**src/bgtm_pkg.sv**
```systemverilog
// bgtm_pkg: shared widths, register codes and structs of the band gap trace midpoint block
// no dependencies; used by every module of the block
`timescale 1ns / 1ps

package bgtm_pkg;

  localparam int unsigned PIX_W  = 8;
  localparam int unsigned ROW_W  = 12;
  localparam int unsigned COL_W  = 12;
  localparam int unsigned LEN_W  = 13;
  localparam int unsigned HGT_W  = 13;
  localparam int unsigned CNT_W  = 8;
  localparam int unsigned LIM_W  = CNT_W + 1;
  localparam int unsigned D_W    = 11;
  localparam int unsigned PROD_W = 2 * ROW_W;
  localparam int unsigned NUM_BINS    = 3;
  localparam int unsigned QUEUE_DEPTH = 2;
  localparam int unsigned ADDR_W      = 5;
  localparam int unsigned DATA_W      = 32;

  // floor(x/3) = (x * 2731) >> 13 for any 12-bit x
  localparam logic [ROW_W-1:0] RECIP3      = 12'd2731;
  localparam int unsigned      RECIP_SHIFT = 13;

  localparam logic [ROW_W-1:0] Y_MIN_RST   = 12'd0;
  localparam logic [ROW_W-1:0] Y_MAX_RST   = 12'd3;
  localparam logic [HGT_W-1:0] HEIGHT_RST  = 13'd4096;
  localparam logic [PIX_W-1:0] THRESH_RST  = 8'd127;
  localparam logic [CNT_W-1:0] MIN_CNT_RST = 8'd3;
  localparam logic [D_W-1:0]   D_RST       = D_W'((3 - 0) / 3);
  localparam logic [CNT_W-1:0] CNT_MAX     = 8'd255;

  typedef enum logic [2:0] {
    REG_Y_MIN     = 3'd0,
    REG_Y_MAX     = 3'd1,
    REG_HEIGHT    = 3'd2,
    REG_THRESHOLD = 3'd3,
    REG_MIN_COUNT = 3'd4
  } reg_idx_t;

  typedef struct packed {
    logic [ROW_W-1:0] y_min;
    logic [ROW_W-1:0] y_max;
    logic [HGT_W-1:0] image_height;
    logic [PIX_W-1:0] dark_threshold;
    logic [CNT_W-1:0] min_count;
    logic [D_W-1:0]   d;
  } cfg_t;

  typedef struct packed {
    logic             dark;
    logic [ROW_W-1:0] row;
    logic             column_end;
    logic             image_end;
  } item_t;

endpackage

```
**src/bgtm_front.sv**
```systemverilog
// bgtm_front: input register stage, marks dark in-band pixels
// depends on bgtm_pkg
`timescale 1ns / 1ps

module bgtm_front (
  input  logic                      clk,
  input  logic                      rst_n,
  input  bgtm_pkg::cfg_t            cfg_i,
  input  logic                      in_tvalid,
  output logic                      in_tready,
  input  logic [bgtm_pkg::PIX_W-1:0] pixel_i,
  input  logic [bgtm_pkg::ROW_W-1:0] row_i,
  input  logic                      column_end_i,
  input  logic                      image_end_i,
  output logic                      q_valid_o,
  input  logic                      q_ready_i,
  output bgtm_pkg::item_t           q_item_o
);

  logic            valid_r;
  bgtm_pkg::item_t item_r;
  logic            dark;

  assign dark = (row_i >= cfg_i.y_min) && (row_i <= cfg_i.y_max) &&
                (pixel_i < cfg_i.dark_threshold);

  assign in_tready = !valid_r || q_ready_i;
  assign q_valid_o = valid_r;
  assign q_item_o  = item_r;

  always_ff @(posedge clk) begin
    if (!rst_n) begin
      valid_r <= 1'b0;
    end else if (in_tready) begin
      valid_r <= in_tvalid;
    end
  end

  always_ff @(posedge clk) begin
    if (in_tvalid && in_tready) begin
      item_r.dark       <= dark;
      item_r.row        <= row_i;
      item_r.column_end <= column_end_i;
      item_r.image_end  <= image_end_i;
    end
  end

endmodule

```
**src/bgtm_queue.sv**
```systemverilog
// bgtm_queue: short fifo of classified pixels between front and back stages
// depends on bgtm_pkg
`timescale 1ns / 1ps

module bgtm_queue (
  input  logic            clk,
  input  logic            rst_n,
  input  logic            push_valid_i,
  output logic            push_ready_o,
  input  bgtm_pkg::item_t push_item_i,
  output logic            pop_valid_o,
  input  logic            pop_ready_i,
  output bgtm_pkg::item_t pop_item_o
);

  localparam int unsigned DEPTH = bgtm_pkg::QUEUE_DEPTH;
  localparam int unsigned PTR_W = (DEPTH > 1) ? $clog2(DEPTH) : 1;
  localparam int unsigned CNT_W = $clog2(DEPTH + 1);
  localparam logic [PTR_W-1:0] LAST_PTR = PTR_W'(DEPTH - 1);
  localparam logic [CNT_W-1:0] FULL_CNT = CNT_W'(DEPTH);

  bgtm_pkg::item_t  mem_r [DEPTH];
  logic [PTR_W-1:0] wr_ptr_r, rd_ptr_r;
  logic [CNT_W-1:0] count_r;
  logic             push, pop;

  assign push_ready_o = (count_r != FULL_CNT);
  assign pop_valid_o  = (count_r != '0);
  assign pop_item_o   = mem_r[rd_ptr_r];
  assign push = push_valid_i && push_ready_o;
  assign pop  = pop_valid_o && pop_ready_i;

  always_ff @(posedge clk) begin
    if (!rst_n) begin
      wr_ptr_r <= '0;
      rd_ptr_r <= '0;
      count_r  <= '0;
    end else begin
      if (push) begin
        wr_ptr_r <= (wr_ptr_r == LAST_PTR) ? '0 : wr_ptr_r + 1'b1;
      end
      if (pop) begin
        rd_ptr_r <= (rd_ptr_r == LAST_PTR) ? '0 : rd_ptr_r + 1'b1;
      end
      case ({push, pop})
        2'b10:   count_r <= count_r + 1'b1;
        2'b01:   count_r <= count_r - 1'b1;
        default: count_r <= count_r;
      endcase
    end
  end

  always_ff @(posedge clk) begin
    if (push) begin
      mem_r[wr_ptr_r] <= push_item_i;
    end
  end

`ifndef SYNTHESIS
  assert property (@(posedge clk) disable iff (!rst_n) count_r <= FULL_CNT)
    else $error("queue count beyond depth");
  assert property (@(posedge clk) disable iff (!rst_n)
    (count_r == FULL_CNT) && !pop |=> (count_r == FULL_CNT))
    else $error("full queue lost an entry without a pop");
`endif

endmodule

```
**src/bgtm_back.sv**
```systemverilog
// bgtm_back: per-bin dark counts, run tracking, cut row choice and result register
// depends on bgtm_pkg
`timescale 1ns / 1ps

module bgtm_back #(
  parameter int unsigned RUN_CAP = 4096
) (
  input  logic                       clk,
  input  logic                       rst_n,
  input  bgtm_pkg::cfg_t             cfg_i,
  input  logic                       q_valid_i,
  output logic                       q_ready_o,
  input  bgtm_pkg::item_t            q_item_i,
  output logic                       out_valid_o,
  input  logic                       out_ready_i,
  output logic [bgtm_pkg::COL_W-1:0] start_column_o,
  output logic [bgtm_pkg::LEN_W-1:0] run_length_o,
  output logic [bgtm_pkg::ROW_W-1:0] cut_row_o,
  output logic                       config_error_o
);

  localparam int unsigned ROW_W = bgtm_pkg::ROW_W;
  localparam int unsigned COL_W = bgtm_pkg::COL_W;
  localparam int unsigned LEN_W = bgtm_pkg::LEN_W;
  localparam int unsigned CNT_W = bgtm_pkg::CNT_W;
  localparam int unsigned LIM_W = bgtm_pkg::LIM_W;
  localparam int unsigned NB    = bgtm_pkg::NUM_BINS;
  localparam int unsigned SUM_W = ROW_W + 2;
  localparam logic [LEN_W-1:0] CAP = LEN_W'(RUN_CAP);

  logic             in_run_r, col_dark_r;
  logic [CNT_W-1:0] cnt_r [NB];
  logic [COL_W-1:0] cur_col_r, run_start_r;
  logic [LEN_W-1:0] run_cols_r;
  logic             out_valid_r, out_err_r;
  logic [COL_W-1:0] out_start_r;
  logic [LEN_W-1:0] out_len_r;
  logic [ROW_W-1:0] out_cut_r;

  logic             in_run_nxt, col_dark_nxt;
  logic [CNT_W-1:0] cnt_nxt [NB];
  logic [CNT_W-1:0] cnt_upd [NB];
  logic [COL_W-1:0] cur_col_nxt, run_start_nxt;
  logic [LEN_W-1:0] run_cols_nxt;
  logic             emit, emit_err;
  logic [COL_W-1:0] emit_start;
  logic [LEN_W-1:0] emit_len;
  logic [ROW_W-1:0] emit_cut;

  logic             fire, col_done, bad, dark_col;
  logic [ROW_W:0]   bnd_a, bnd_b, row_x;
  logic [SUM_W-1:0] sum_h, sum_m, sum_l;
  logic [ROW_W-1:0] mid_h, mid_m, mid_l, run_cut;
  logic [LIM_W-1:0] lim;
  logic [1:0]       bin_sel;
  logic [NB-1:0]    populated;

  assign fire      = q_valid_i && q_ready_o;
  assign q_ready_o = !out_valid_r || out_ready_i;

  // bin bounds and the three midpoints
  assign bnd_a = (ROW_W + 1)'(cfg_i.y_min) + (ROW_W + 1)'(cfg_i.d);
  assign bnd_b = bnd_a + (ROW_W + 1)'(cfg_i.d);
  assign row_x = {1'b0, q_item_i.row};
  assign sum_h = SUM_W'(cfg_i.y_min) + SUM_W'(bnd_a);
  assign sum_m = SUM_W'(bnd_a) + SUM_W'(bnd_b);
  assign sum_l = SUM_W'(bnd_b) + SUM_W'(cfg_i.y_max);
  assign mid_h = sum_h[ROW_W:1];
  assign mid_m = sum_m[ROW_W:1];
  assign mid_l = sum_l[ROW_W:1];

  assign lim = (cfg_i.min_count == bgtm_pkg::CNT_MAX) ? LIM_W'(bgtm_pkg::CNT_MAX)
                                                      : LIM_W'(cfg_i.min_count) + 1'b1;
  assign bin_sel = (row_x < bnd_a) ? 2'd0 : (row_x < bnd_b) ? 2'd1 : 2'd2;

  always_comb begin
    for (int i = 0; i < NB; i++) begin
      cnt_upd[i] = cnt_r[i];
      if (q_item_i.dark && (bin_sel == 2'(i)) && (LIM_W'(cnt_r[i]) < lim)) begin
        cnt_upd[i] = cnt_r[i] + 1'b1;
      end
      populated[i] = (cnt_upd[i] > cfg_i.min_count);
    end
  end

  always_comb begin
    if (!populated[0]) begin
      run_cut = mid_h;
    end else if (!populated[1]) begin
      run_cut = mid_m;
    end else if (!populated[2]) begin
      run_cut = mid_l;
    end else begin
      run_cut = cfg_i.y_max;
    end
  end

  assign bad = (cfg_i.y_min >= cfg_i.y_max) ||
               (bgtm_pkg::HGT_W'(cfg_i.y_max) >= cfg_i.image_height);
  assign col_done = q_item_i.column_end || q_item_i.image_end;
  assign dark_col = col_dark_r || q_item_i.dark;

  always_comb begin
    in_run_nxt    = in_run_r;
    col_dark_nxt  = col_dark_r;
    cnt_nxt       = cnt_r;
    cur_col_nxt   = cur_col_r;
    run_start_nxt = run_start_r;
    run_cols_nxt  = run_cols_r;
    emit          = 1'b0;
    emit_err      = 1'b0;
    emit_start    = '0;
    emit_len      = '0;
    emit_cut      = '0;
    if (fire) begin
      cnt_nxt      = cnt_upd;
      col_dark_nxt = dark_col;
      if (col_done) begin
        if (bad) begin
          emit       = 1'b1;
          emit_err   = 1'b1;
          in_run_nxt = 1'b0;
        end else if (in_run_r) begin
          if (run_cols_r < CAP) begin
            run_cols_nxt = run_cols_r + 1'b1;
          end
          if (!dark_col || q_item_i.image_end) begin
            emit       = 1'b1;
            emit_start = run_start_r;
            emit_len   = run_cols_nxt;
            emit_cut   = run_cut;
            in_run_nxt = 1'b0;
          end
        end else if (dark_col) begin
          in_run_nxt    = 1'b1;
          run_start_nxt = cur_col_r;
          run_cols_nxt  = LEN_W'(1);
          if (q_item_i.image_end) begin
            emit       = 1'b1;
            emit_start = cur_col_r;
            emit_len   = LEN_W'(1);
            emit_cut   = run_cut;
            in_run_nxt = 1'b0;
          end
        end else begin
          // lone empty column, cut at the middle midpoint
          emit       = 1'b1;
          emit_start = cur_col_r;
          emit_len   = LEN_W'(1);
          emit_cut   = mid_m;
        end
        col_dark_nxt = 1'b0;
        if (!in_run_nxt) begin
          for (int i = 0; i < NB; i++) begin
            cnt_nxt[i] = '0;
          end
          run_cols_nxt = '0;
        end
        cur_col_nxt = q_item_i.image_end ? '0 : cur_col_r + 1'b1;
      end
    end
  end

  always_ff @(posedge clk) begin
    if (!rst_n) begin
      in_run_r    <= 1'b0;
      col_dark_r  <= 1'b0;
      for (int i = 0; i < NB; i++) begin
        cnt_r[i] <= '0;
      end
      cur_col_r   <= '0;
      run_start_r <= '0;
      run_cols_r  <= '0;
      out_valid_r <= 1'b0;
    end else begin
      in_run_r    <= in_run_nxt;
      col_dark_r  <= col_dark_nxt;
      cnt_r       <= cnt_nxt;
      cur_col_r   <= cur_col_nxt;
      run_start_r <= run_start_nxt;
      run_cols_r  <= run_cols_nxt;
      if (emit) begin
        out_valid_r <= 1'b1;
      end else if (out_ready_i) begin
        out_valid_r <= 1'b0;
      end
    end
  end

  always_ff @(posedge clk) begin
    if (emit) begin
      out_err_r   <= emit_err;
      out_start_r <= emit_start;
      out_len_r   <= emit_len;
      out_cut_r   <= emit_cut;
    end
  end

  assign out_valid_o    = out_valid_r;
  assign start_column_o = out_start_r;
  assign run_length_o   = out_len_r;
  assign cut_row_o      = out_cut_r;
  assign config_error_o = out_err_r;

`ifndef SYNTHESIS
  assert property (@(posedge clk) disable iff (!rst_n)
    out_valid_r && out_err_r |-> (out_start_r == '0) && (out_len_r == '0) && (out_cut_r == '0))
    else $error("error transaction carries nonzero fields");
  assert property (@(posedge clk) disable iff (!rst_n)
    out_valid_r && !out_err_r |-> (out_len_r != '0))
    else $error("result with zero run length");
  assert property (@(posedge clk) disable iff (!rst_n) !in_run_r |-> (run_cols_r == '0))
    else $error("column count left over outside a run");
  assert property (@(posedge clk) disable iff (!rst_n)
    out_valid_r && !out_ready_i && !emit |=> out_valid_r && $stable(out_len_r))
    else $error("pending result dropped or changed");
`endif

endmodule

```
**src/band_gap_trace_midpoint.sv**
```systemverilog
// band_gap_trace_midpoint: top level with configuration registers and the three stages
// depends on bgtm_pkg, bgtm_front, bgtm_queue, bgtm_back
`timescale 1ns / 1ps

// Takes one grey pixel per clock while in_tready is high, in column-major order, and at
// the last pixel of a column may produce one result (start column, run length, cut row,
// error flag). Sustained rate is one pixel per cycle while out_tready is high: the back
// stage updates the bin counts and the run state for one pixel each cycle. A result
// passes the input register, the queue and the result register after the column's
// last pixel is accepted. The bin width floor((y_max-y_min)/3) is registered in the
// cycle after a configuration write. Registers: y_min at 0x00, y_max at 0x04,
// image_height at 0x08, dark_threshold at 0x0c, min_count at 0x10.
module band_gap_trace_midpoint #(
  parameter int unsigned MAX_DIM = 4096
) (
  input  logic        clk,
  input  logic        rst_n,
  // in_tdata: pixel [7:0], row [19:8], zero [23:20]
  input  logic        in_tvalid,
  output logic        in_tready,
  input  logic [23:0] in_tdata,
  input  logic        in_tlast,   // image_end
  input  logic        in_tuser,   // column_end
  // out_tdata: start_column [11:0], run_length [24:12], cut_row [36:25], zero [39:37]
  output logic        out_tvalid,
  input  logic        out_tready,
  output logic [39:0] out_tdata,
  output logic        out_tuser,  // config_error
  input  logic                          cfg_psel,
  input  logic                          cfg_penable,
  input  logic                          cfg_pwrite,
  input  logic [bgtm_pkg::ADDR_W-1:0]   cfg_paddr,
  input  logic [bgtm_pkg::DATA_W-1:0]   cfg_pwdata,
  output logic [bgtm_pkg::DATA_W-1:0]   cfg_prdata,
  output logic                          cfg_pready
);

  localparam int unsigned RUN_CAP = (MAX_DIM < 8191) ? MAX_DIM : 8191;
  localparam int unsigned ROW_W   = bgtm_pkg::ROW_W;
  localparam int unsigned DATA_W  = bgtm_pkg::DATA_W;

  logic [ROW_W-1:0]           y_min_r, y_max_r;
  logic [bgtm_pkg::HGT_W-1:0] height_r;
  logic [bgtm_pkg::PIX_W-1:0] thresh_r;
  logic [bgtm_pkg::CNT_W-1:0] min_cnt_r;
  logic [bgtm_pkg::D_W-1:0]   d_r, d_nxt;
  logic [ROW_W-1:0]           diff;
  logic [bgtm_pkg::PROD_W-1:0] prod;
  logic                       wr_en;
  bgtm_pkg::reg_idx_t         reg_idx;
  bgtm_pkg::cfg_t             cfg;

  logic                       q_push_valid, q_push_ready, q_pop_valid, q_pop_ready;
  bgtm_pkg::item_t            q_push_item, q_pop_item;
  logic [bgtm_pkg::COL_W-1:0] res_start;
  logic [bgtm_pkg::LEN_W-1:0] res_len;
  logic [ROW_W-1:0]           res_cut;

  assign cfg_pready = 1'b1;
  assign reg_idx    = bgtm_pkg::reg_idx_t'(cfg_paddr[4:2]);
  assign wr_en      = cfg_psel && cfg_penable && cfg_pwrite && cfg_pready;

  always_ff @(posedge clk) begin
    if (!rst_n) begin
      y_min_r   <= bgtm_pkg::Y_MIN_RST;
      y_max_r   <= bgtm_pkg::Y_MAX_RST;
      height_r  <= bgtm_pkg::HEIGHT_RST;
      thresh_r  <= bgtm_pkg::THRESH_RST;
      min_cnt_r <= bgtm_pkg::MIN_CNT_RST;
      d_r       <= bgtm_pkg::D_RST;
    end else begin
      d_r <= d_nxt;
      if (wr_en) begin
        case (reg_idx)
          bgtm_pkg::REG_Y_MIN:     y_min_r   <= cfg_pwdata[ROW_W-1:0];
          bgtm_pkg::REG_Y_MAX:     y_max_r   <= cfg_pwdata[ROW_W-1:0];
          bgtm_pkg::REG_HEIGHT:    height_r  <= cfg_pwdata[bgtm_pkg::HGT_W-1:0];
          bgtm_pkg::REG_THRESHOLD: thresh_r  <= cfg_pwdata[bgtm_pkg::PIX_W-1:0];
          bgtm_pkg::REG_MIN_COUNT: min_cnt_r <= cfg_pwdata[bgtm_pkg::CNT_W-1:0];
          default: ;
        endcase
      end
    end
  end

  always_comb begin
    case (reg_idx)
      bgtm_pkg::REG_Y_MIN:     cfg_prdata = DATA_W'(y_min_r);
      bgtm_pkg::REG_Y_MAX:     cfg_prdata = DATA_W'(y_max_r);
      bgtm_pkg::REG_HEIGHT:    cfg_prdata = DATA_W'(height_r);
      bgtm_pkg::REG_THRESHOLD: cfg_prdata = DATA_W'(thresh_r);
      bgtm_pkg::REG_MIN_COUNT: cfg_prdata = DATA_W'(min_cnt_r);
      default:                 cfg_prdata = '0;
    endcase
  end

  // bin width by reciprocal multiply
  assign diff  = y_max_r - y_min_r;
  assign prod  = bgtm_pkg::PROD_W'(diff) * bgtm_pkg::PROD_W'(bgtm_pkg::RECIP3);
  assign d_nxt = prod[bgtm_pkg::RECIP_SHIFT +: bgtm_pkg::D_W];

  assign cfg.y_min          = y_min_r;
  assign cfg.y_max          = y_max_r;
  assign cfg.image_height   = height_r;
  assign cfg.dark_threshold = thresh_r;
  assign cfg.min_count      = min_cnt_r;
  assign cfg.d              = d_r;

  bgtm_front u_front (
    .clk          (clk),
    .rst_n        (rst_n),
    .cfg_i        (cfg),
    .in_tvalid    (in_tvalid),
    .in_tready    (in_tready),
    .pixel_i      (in_tdata[7:0]),
    .row_i        (in_tdata[19:8]),
    .column_end_i (in_tuser),
    .image_end_i  (in_tlast),
    .q_valid_o    (q_push_valid),
    .q_ready_i    (q_push_ready),
    .q_item_o     (q_push_item)
  );

  bgtm_queue u_queue (
    .clk          (clk),
    .rst_n        (rst_n),
    .push_valid_i (q_push_valid),
    .push_ready_o (q_push_ready),
    .push_item_i  (q_push_item),
    .pop_valid_o  (q_pop_valid),
    .pop_ready_i  (q_pop_ready),
    .pop_item_o   (q_pop_item)
  );

  bgtm_back #(
    .RUN_CAP (RUN_CAP)
  ) u_back (
    .clk            (clk),
    .rst_n          (rst_n),
    .cfg_i          (cfg),
    .q_valid_i      (q_pop_valid),
    .q_ready_o      (q_pop_ready),
    .q_item_i       (q_pop_item),
    .out_valid_o    (out_tvalid),
    .out_ready_i    (out_tready),
    .start_column_o (res_start),
    .run_length_o   (res_len),
    .cut_row_o      (res_cut),
    .config_error_o (out_tuser)
  );

  assign out_tdata = {3'b000, res_cut, res_len, res_start};

endmodule
```
**config.mk**
```make
export PLATFORM = sky130hd
export DESIGN_NAME = band_gap_trace_midpoint
export DESIGN_NICKNAME = d
export VERILOG_FILES = /design/src/bgtm_pkg.sv /design/src/bgtm_front.sv /design/src/bgtm_queue.sv /design/src/bgtm_back.sv /design/src/band_gap_trace_midpoint.sv
export SDC_FILE = /design/constraint.sdc
export NUM_CORES = 1
export LEC_CHECK = 0
export BUFFER_PORTS_ARGS = -buffer_cell sky130_fd_sc_hd__buf_2
export CAP_MARGIN = 20
export CORE_MARGIN = 3
export CORE_UTILIZATION = 60
export DETAILED_ROUTE_END_ITERATION = 8
export HOLD_SLACK_MARGIN = 0.08
export PLACE_DENSITY = 0.91
export SLEW_MARGIN = 40
export SYNTH_ARGS = -nofsm -noshare
export SYNTH_HDL_FRONTEND = slang
export SYNTH_SLANG_ARGS = --single-unit
```
**constraint.sdc**
```tcl
create_clock -name clk -period 11.09 [get_ports clk]
set_input_delay 0 -clock clk [delete_from_list [all_inputs] [get_ports clk]]
set_output_delay 0 -clock clk [all_outputs]
set_load 0.005 [all_outputs]
```
Word-level counts from Yosys, hierarchy flattened

Memories as Yosys holds them, arrays and structs flattened. A register that Yosys moved wholly into a read port is not among the register bits.
Cells that the tools add are included.

Bits in registers: 186
Latch bits: 0
RAM bits: 30
Bits in read-only memories: 0
Output and inout port bits: 76
Logic and storage cells: 166
Memories kept: 1

Memory list:

| memory        | depth | bits a word | read ports | clocked after Yosys merged registers in | wr ports | RTL line         | RTL |
|---|---|---|---|---|---|---|---|
| u_queue.mem_r | 2     | 15          | 1          | 1                                       | 1        | bgtm_queue.sv:22 | `bgtm_pkg::item_t mem_r [DEPTH];` |

$add $sub $neg: 16
Multiply operators: 1
Divide/modulo/power cells: 0
$lt $le $gt $ge: 14
Equality and inequality tests: 12
Shift-type cells: 0
Multiplexer cells: 55
Bitwise operators: 4
Reduce and logical (&&, ||, !) cells: 36

Operator list:

| kind                                                                  | number |
|---|---|
| 12-bit 2-to-1 mux                                                     | 12 |
| 13-bit 2-to-1 mux                                                     | 7 |
| 13-bit one-hot mux with 5 select lines                                | 1 |
| 24-bit 2-to-1 mux                                                     | 2 |
| 8-bit by 9-bit less-than comparator with 1-bit output                 | 3 |
| 12-bit by 13-bit less-than comparator with 1-bit output               | 2 |
| 1-bit 2-to-1 mux                                                      | 26 |
| 8-bit by 1-bit adder with 8-bit output, second input constant         | 3 |
| 12-bit greater-or-equal comparator                                    | 2 |
| 8-bit greater-than comparator                                         | 3 |
| 12-bit by 12-bit multiplier with 24-bit output, second input constant | 1 |
| 8-bit 2-to-1 mux                                                      | 3 |
| 12-bit by 11-bit adder with 13-bit output                             | 1 |
| 12-bit by 13-bit adder with 13-bit output                             | 1 |
| 13-bit by 1-bit adder with 13-bit output, second input constant       | 1 |
| 13-bit by 11-bit adder with 13-bit output                             | 1 |
| 13-bit by 12-bit adder with 13-bit output                             | 1 |
| 13-bit adder                                                          | 1 |
| 12-bit by 13-bit greater-or-equal comparator with 1-bit output        | 1 |
| 1-bit logical AND                                                     | 13 |
| 13-bit less-than comparator, second input constant                    | 1 |
| 12-bit by 1-bit adder with 12-bit output, second input constant       | 1 |
| 12-bit <= comparator                                                  | 1 |
| 2-bit AND reduction                                                   | 6 |
| 26 further kinds                                                      | 44 |

Logic depth before layout (Yosys ltp)

Gate-level depths: netlist of the first run.

Depth in word-level cells: 16
Mapped depth: 36

Cells and area by module

A second synthesis of the first run with hierarchy kept.

Cell total of the unflattened synthesis: 2077
Area total of the unflattened synthesis: 18587.8 µm²

By module, submodules not included:

| module                  | instances | cells an instance | area each (µm²) |
|---|---|---|---|
| bgtm_back               | 1         | 1194              | 9990.8 |
| band_gap_trace_midpoint | 1         | 688               | 6024.5 |
| bgtm_queue              | 1         | 71                | 1315.0 |
| bgtm_front              | 1         | 124               | 1257.5 |

Worst setup path after synthesis of the first run

OpenSTA, ideal clock, no wires.

Path kind: reg2reg
From: register y_min_r[0]
To: register u_back.out_cut_r[3], in the netlist u_back.cut_row_o[3] (data pin)
Setup time: 0.270 ns
Data arrival time: 6.846 ns
Slack: 3.974 ns
Stages on the path, launching flop included: 36
Period minus slack after synthesis: 7.116 ns
Cell sequence: dfxtp_1 > ha_1 > fa_1 > a21oi_1 > nor2b_1 > nor2_1 > nor2b_1 > o31ai_1 > xnor2_1 > ha_1 > a21oi_1 > inv_1 > a2111oi_0 > or2_2 > xnor2_1 > inv_1 > ha_1 > nand2_1 > a211o_1 > and3_1 > nor2_1 > nor4b_4 > clkbuf_1 > nand3_1 > xnor2_1 > ha_1 > nand3_1 > o21bai_1 > a21o_1 > a21oi_1 > clkbuf_1 > nor2_1 > a21oi_1 > o22ai_1 > nand2_1 > a21oi_1

Longest elaborated chain between the ends: 16

Ends and longest elaborated chain:

| element                                                 | RTL line                      | RTL |
|---|---|---|
| start, declared                                         | band_gap_trace_midpoint.sv:42 | `logic [ROW_W-1:0] y_min_r, y_max_r;` |
| start signal, assigned                                  | band_gap_trace_midpoint.sv:65 | `y_min_r <= bgtm_pkg::Y_MIN_RST;` |
| start signal, assigned                                  | band_gap_trace_midpoint.sv:75 | `bgtm_pkg::REG_Y_MIN: y_min_r <= cfg_pwdata[ROW_W-1:0];` |
| 12-bit by 11-bit adder with 13-bit output               | bgtm_back.sv:62               | `assign bnd_a = (ROW_W + 1)'(cfg_i.y_min) + (ROW_W + 1)'(cfg_i.d);` |
| 13-bit by 11-bit adder with 13-bit output               | bgtm_back.sv:63               | `assign bnd_b = bnd_a + (ROW_W + 1)'(cfg_i.d);` |
| 12-bit by 13-bit less-than comparator with 1-bit output | bgtm_back.sv:74               | `assign bin_sel = (row_x < bnd_a) ? 2'd0 : (row_x < bnd_b) ? 2'd1 : 2'd2;` |
| 2-bit 2-to-1 mux (2 in a row)                           | bgtm_back.sv:74               |  |
| 2-bit == test                                           | bgtm_back.sv:79               | `if (q_item_i.dark && (bin_sel == 2'(i)) && (LIM_W'(cnt_r[i]) < lim)) begin` |
| 1-bit logical AND (2 in a row)                          | bgtm_back.sv:79               |  |
| 8-bit 2-to-1 mux                                        | bgtm_back.sv:79               |  |
| 8-bit greater-than comparator                           | bgtm_back.sv:82               | `populated[i] = (cnt_upd[i] > cfg_i.min_count);` |
| 12-bit 2-to-1 mux                                       | bgtm_back.sv:91               | `end else if (!populated[2]) begin` |
| 12-bit 2-to-1 mux                                       | bgtm_back.sv:89               | `end else if (!populated[1]) begin` |
| 12-bit 2-to-1 mux                                       | bgtm_back.sv:87               | `if (!populated[0]) begin` |
| 12-bit 2-to-1 mux                                       | bgtm_back.sv:138              | `if (q_item_i.image_end) begin` |
| 12-bit 2-to-1 mux                                       | bgtm_back.sv:134              | `end else if (dark_col) begin` |
| 12-bit 2-to-1 mux                                       | bgtm_back.sv:123              | `end else if (in_run_r) begin` |
| end signal, assigned                                    | bgtm_back.sv:195              | `out_cut_r <= emit_cut;` |
| end, declared                                           | bgtm_back.sv:38               | `logic [ROW_W-1:0] out_cut_r;` |

Parallel ways exist; a longest one is shown, timed or not.
A chain may end at the register's enable or synchronous reset.

Worst setup path after layout of the first run

From: register y_min_r[0]
To: register u_back.out_cut_r[2], in the netlist u_back.cut_row_o[2] (data pin)

The elaborated chain is that of the path after synthesis.

==> results of run 1 <==
[synth_stat cells, types with 13 or more instances]
library cell | count | area, um^2
a21o_1 | 38 | 285
a21oi_1 | 131 | 656
a31oi_1 | 18 | 113
and2_1 | 13 | 81.3
and3_1 | 21 | 131
buf_4 | 24 | 180
clkbuf_1 | 44 | 165
dfxtp_1 | 134 | 2680
edfxtp_1 | 83 | 2490
fa_1 | 46 | 921
ha_1 | 264 | 3300
inv_1 | 178 | 668
mux2_2 | 18 | 203
mux2i_1 | 94 | 941
nand2_1 | 126 | 473
nand2b_1 | 17 | 106
nand3_1 | 55 | 275
nand4_1 | 26 | 163
nor2_1 | 220 | 826
nor2b_1 | 23 | 144
nor3_1 | 24 | 120
o211ai_1 | 22 | 165
o21a_1 | 18 | 135
o21ai_0 | 90 | 450
or3_1 | 22 | 138
xnor2_1 | 62 | 543
xor2_1 | 45 | 394
[metrics by stage]
step / instance area (um^2) / util, %
finish: 19900 / 68.4
global route: 19900 / 68.4
CTS: 19900 / 68.3
detailed placement: 18800 / 64.5
global placement: 18700 / 64.3
floorplan: 18100 / -
[worst max-delay path: cells and delay by family, from the launching register on]
kind | cells | cell delay, ns
AO/OA/AOI/OAI | 9 | 2.02
XOR/XNOR | 3 | 0.59
adder cells (fa/ha/maj) | 5 | 1.73
buffers and inverters | 4 | 0.75
flip-flops | 1 | 0.43
multiplexers | 3 | 0.64
AND/OR/NAND/NOR | 12 | 1.99
[registers in the layout, summed over array words and instances, names as in the netlist, 8 cells and up, named ones only]
register,count
y_min_r,12
u_back.run_cols_r,13
u_queue.mem_r,30
height_r,13
u_front.q_item_o,15
u_back.start_column_o,12
y_max_r,12
thresh_r,8
u_back.cnt_r,24
u_back.run_start_r,12
u_back.cur_col_r,12
u_back.run_length_o,13
u_back.cut_row_o,12
min_cnt_r,8
d_r,11
[what timing repair did]
| action | 4_1_cts | 5_1_grt |
|---|---|---|
| endpoints found under the setup margin | 0 | 0 |
| buffers inserted | 0 | 0 |
| hold buffers | 38 | 0 |
| endpoints found under the hold margin | 75 | 0 |
[power by group through the flow]
| stage | clock network [uW] | registers, uW | logic, uW |
|---|---|---|---|
| floorplan | 0 | 988 | 1010 |
| detailed placement | 0 | 1010 | 1390 |
| global route | 815 | 1000 | 1620 |
| CTS | 781 | 994 | 1430 |
| finish | 780 | 995 | 1460 |
| global placement | 0 | 1010 | 1300 |
[kinds of logic (layout without fill, tap and decap cells)]
kind of cell / Yosys count / count (layout)
simple gates: 579 / 579
compound gates: 423 / 423
fa+ha+maj: 310 / 310
buf+inv: 259 / 365
flops: 217 / 217
mux: 114 / 114
xor+xnor: 108 / 108
other cells: 2 / 23
[routing by layer]
layer	share of wire, %	global-route usage [%]	vias to the layer above
li1	-	-	7327
met5	0	0	-
met3	9.2	5.17	200
met4	5.6	15.5	0
met2	47	52.8	850
met1	38	37.9	7384
[cell type report]
class                      count  area (um^2)  share of cell area, %
timing repair buffer         143          950                   4.77
clock inverter                13          136                  0.685
tap                          384          480                   2.41
inverter                     180          676                   3.40
multi-input combinational   1557        11900                   59.7
sequential                   217         5180                   26.0
clock buffer                  29          608                   3.06
[path summary, 6_finish.rpt]
check                           start                   to  slack, ns  cells after the start
setup / recovery           y_min_r[0]  u_back.cut_row_o[2]       2.66                     36
hold reg to reg   u_front.q_item_o[1]  u_queue.mem_r[1][1]       0.45                      0
hold / removal             cfg_pwrite         min_cnt_r[0]       0.16                      5
setup reg to reg           y_min_r[0]  u_back.cut_row_o[2]       2.66                     36
==> results.md, run 1 <==
- Peak VDD IR: 0.000136 V
- Post-Layout Cell Count: 2523
- Worst slack at placement: 2.86 ns
- Die area: 0.0321 mm^2
- CP Data Arrival Time: 8.71 ns
- Mapped cell area: 0.0180 mm^2
- Gate Count Post-Synth: 2012
- TritonCTS Sinks: between 200 and 250
- Number of library cell types mapped by synthesis: 75
- CP Launch Type: register
- Initial antenna violation count: 0
- F_max: around 120 MHz
- Logic pwr share: 45.2%
- Post-synth EDFFs: 83
- Starting Density: 61.8%
- Worst-path maximum fanout: 18
- Antenna diodes: 0
- Largest net degree at the start of global routing: 92
- Flops & latches, synth: 217
- Commonest non-fill, non-tap cells in the layout: ha_1 (264), nor2_1 (218), inv_1 (178)
- Ys Warns: 0
- Fin. Hold Viols: 0
- Nets: 2502
- Post-DRT Antenna Nets: 0
- I/O pin cnt: 146
- Slew @ Worst Pin: 0.815 ns
- Count of final setup violators: 0
- GP Congestion: just over 1
- Switching Share: 39.6%
- Placed insts: around 2400
- Net switching power: about 1300 uW
- Vias/cell: roughly 6.2
- Clock Power Share: 24.1%
- Total gr overflow: 0
- Vias post-DR: 15800
- Ys async rst share: 0%
- CTS tree: done
- CTS resizes: 0
- Pwr Total: 3240 uW
- Slack of the critical path: 2.66 ns
- Port Buf Inserts: 97
- Crit Path Category: reg2reg
- Synth Area in XOR/XNOR: around 5.3%
- Seq pwr share: 30.7%
- Clk Latency, worst-skew pair: 0.55 ns
- Relative max-transition margin: 45.5%
- Worst path slowest cell: a2111oi_0
- Final Max Tran Viols: 0
- HP Class: in2reg
- Largest family of logic cells by synthesized area: adder cells
- Post-DP HPWL: 36700 um
- Mux cell area share after synthesis: 6.50%
- First-pass GRT wire length: 79200 um
- Synth Area in Simple Gates: between 10% and 20%
- Gr usage total: 31.0%
- Worst Skew: slightly above 0.02 ns
- WL/cell: around 20 um
- Synth Area in Compound Gates: 14.9%
- Cell Int Power: 1950 uW
- Worst stage delay on the critical path: 0.56 ns
- Clock Path Buffers: 3
- Core area: 0.0291 mm^2
- Synth Area in Adders: 23.5%
- Vert. Die Dim: 179 um
- Worst Setup End Kind: register
- Final cycle utilization of the critical path: between 70% and 80%
- Synth Flop Type: dfxtp_1
- Total wire length: 50000 um
- Final TNS setup: 0 ns
- Max-cap violations: 0
- Syn Area/Cell: 8.94 um^2
- Number of core rows: 62
- Crit path required time: about 11 ns
- RSZ-0062 raised after global routing: false
- Fin crit period: 8.43 ns
- CTS H-tree depth: 1
- Hold Slack: ~0.16 ns
- Register area share after synthesis: between 20 and 30%
- Clk root buf: clkbuf_16
- P&R area growth vs syn: 10.6%
- Fillers: 2158
- Reg clk slew, reported paths: 0.06 ns
- Vias in the first global route: 15700
- Drt pass-1 iters: 7
- Ratio of cells with drive above 1 in the final layout: 8.84%
- Num CTS Buffers: 23
- Leak: 0.00885 uW
- Drt drc: 0
- Pwr per Cell Area: 163 mW/mm^2
- Most common cell after layout, fill and taps aside: ha_1
- Initial DRC count: 1480
- Die width: roughly 180 um
- Outcome: finished clean
No activity file was read; power rests on OpenSTA's default activity.
==> inputs of run 2 (changes only) <==
clock period = 8.6 ns   (was 11.09 ns; I/O delays follow)
==> run 2 against run 1 <==
  * Worst hold slack improved by 0.0097 ns
  * Power grew 30%
  * Sequential share of layout area fell by 0.18 points
  * Final cell count up 0.40%
  * Sequential cell count unchanged
  * Largest power group unchanged
==> results.md, run 2 (synthesis gave the netlist of run 1 again) <==
- Initial DRC count: approximately 1500
- HP Class: in2reg
- Die area: 0.0321 mm^2
- Max reg flops: 30
- Num CTS Buffers: 24
- Max-cap violations: 0
- Slack of the critical path: 0.486 ns
- Antenna diodes: 0
- Seq pwr share: 30.5%
- Total gr overflow: 0
- R2R Path Start: d_r[0]
- Final TNS setup: 0 ns
- Post-DP HPWL: roughly 38000 um
- Initial antenna violation count: 2
- M2 GR Usage: 52.8%
- Sequential cell area: 0.00518 mm^2
- R2R setup slack: 0.49 ns
- Relative max-transition margin: between 40% and 50%
- Net switching power: 1620 uW
- Hold_buf cts: 35
- Largest net degree at the start of global routing: 71
- First-pass GRT wire length: 80100 um
- Logic pwr share: 44.0%
- Crit Path Category: reg2reg
- Clock Path Buffers: 3
- I/O pin cnt: between 100 and 150
- P&R area growth vs syn: 11.4%
- Met3 Usage GRT: 5.55%
- Hold Crit Start: cfg_paddr[3]
- GP Congestion: 0.991
- Routing usage on met1: around two fifths
- Total wire length: 50600 um
- CP Launch Type: register
- CTS tree: done
- Cell Int Power: around 2600 uW
- WHS Endpoint: thresh_r[0]
- Fin. Hold Viols: 0
- TritonCTS Sinks: between 200 and 250
- Gr usage total: 31.3%
- Vias in the first global route: 15700
- Switching Share: 38.5%
- Leak: 0.00894 uW
- F_max: 123 MHz
- CTS H-tree depth: 1
- Ratio of cells with drive above 1 in the final layout: 9.59%
- WL/cell: 20.0 um
- Peak VDD IR: between 0.00015 and 0.0002 V
- Number of core rows: 62
- Final Max Tran Viols: 0
- RSZ-0062 raised after global routing: false
- FF-to-FF End: u_back.cut_row_o[2]
- CP Data Arrival Time: 8.39 ns
- Fillers: 2101
- Crit path required time: roughly 8.9 ns
- Worst-path maximum fanout: 8
- Clk Latency, worst-skew pair: about 0.54 ns
- CTS resizes: 0
- Postcts setup bufs: 0
- Nets: 2511
- Core area: 0.0291 mm^2
- Drt pass-1 iters: 7
- Most common cell after layout, fill and taps aside: ha_1
- Reg clk slew, reported paths: approximately 0.06 ns
- Post-DRT Antenna Nets: 0
- Clk root buf: clkbuf_16
- Vias post-DR: 15800
- Drt drc: 0
- Vias/cell: 6.23
- Slew @ Worst Pin: 0.875 ns
- Worst slack at placement: 0.651 ns
- Fin crit period: 8.11 ns
- Multi-input logic area: approximately 0.012 mm^2
- Reg with most FFs: u_queue.mem_r
- Clock Power Share: 25.5%
- Port Buf Inserts: 97
- Worst path slowest cell: nor4b_4
- Count of final setup violators: 0
- Worst stage delay on the critical path: 0.60 ns
- Outcome: finished clean
- Hold Path Cell Cnt: 4
- Starting Density: 61.8%
- Vert. Die Dim: around 180 um
- Pwr per Cell Area: 210 mW/mm^2
- Worst Setup End Kind: register
- Final cycle utilization of the critical path: 94.3%
- Commonest non-fill, non-tap cells in the layout: ha_1 (264), nor2_1 (217), inv_1 (178)
- Top Usage Layer GRT: met2
- Worst Skew: about 0.017 ns
- R2R depth: 35
- Die width: 179 um
-- run 2: changes by cell type in the layout (fill, tap and decap cells not counted), moves of 2 or more --
cell           before  now
clkbuf_8            1    4
buf_4               6   18
clkinv_2            4    2
clkinv_1            2    0
dlygate4sd3_1      38   35
-- run 2: power groups by stage --
stage	sequential (uW)	combinational (uW)	clock, uW
6_report	1280	1850	1070
5_1_grt	1290	2050	1120
4_1_cts	1280	1810	1080
3_5_place_dp	1300	1780	0
3_3_place_gp	1300	1690	0
2_1_floorplan	1270	1300	0
-- run 2: stage by stage --
step / instances / cell area [um^2] / util (%) / total power (uW) / hold slack, ns
floorplan: 2033 / 18100 / - / 2570 / 0.0989
global placement: 2453 / 18800 / 64.6 / 2990 / 0.177
detailed placement: 2454 / 18800 / 64.8 / 3080 / 0.180
CTS: 2533 / 20000 / 68.8 / 4170 / 0.123
global route: 2533 / 20000 / 68.9 / 4470 / 0.188
finish: 2533 / 20000 / 68.9 / 4210 / 0.166
-- run 2: critical path: cells and delay by family, from the launching register on --
| kind | cells | cell delay, ns |
|---|---|---|
| compound gates | 9 | 1.94 |
| buf+inv | 3 | 0.38 |
| mux | 3 | 0.62 |
| simple gates | 12 | 2.34 |
| flops | 1 | 0.36 |
| xor+xnor | 3 | 0.58 |
| fa+ha+maj | 5 | 1.64 |
-- run 2: area by class of cell --
type | instances | share of cell area (%)
Inverter | 180 | 3.37
Clock buffer | 33 | 3.37
Sequential cell | 217 | 25.8
Timing Repair Buffer | 151 | 4.98
Tap cell | 384 | 2.40
Multi-Input combinational cell | 1557 | 59.3
Clock inverter | 11 | 0.755
-- run 2: worst max path at each step --
stage / from / to / slack [ns] / cells after the start
floorplan: y_min_r[0] / u_back.cut_row_o[3] / 1.48 / 35
global placement: d_r[0] / u_back.cut_row_o[7] / 0.89 / 35
detailed placement: d_r[0] / u_back.cut_row_o[7] / 0.65 / 35
CTS: d_r[0] / u_back.cut_row_o[7] / 0.63 / 35
global route: d_r[0] / u_back.cut_row_o[8] / 0.06 / 33
finish: d_r[0] / u_back.cut_row_o[2] / 0.49 / 35
-- run 2: metal layers --
layer,up-vias,wire (um)
li1,7330,-
met1,7422,19500
met2,819,23400
met3,216,4590
met4,2,2980
met5,-,19
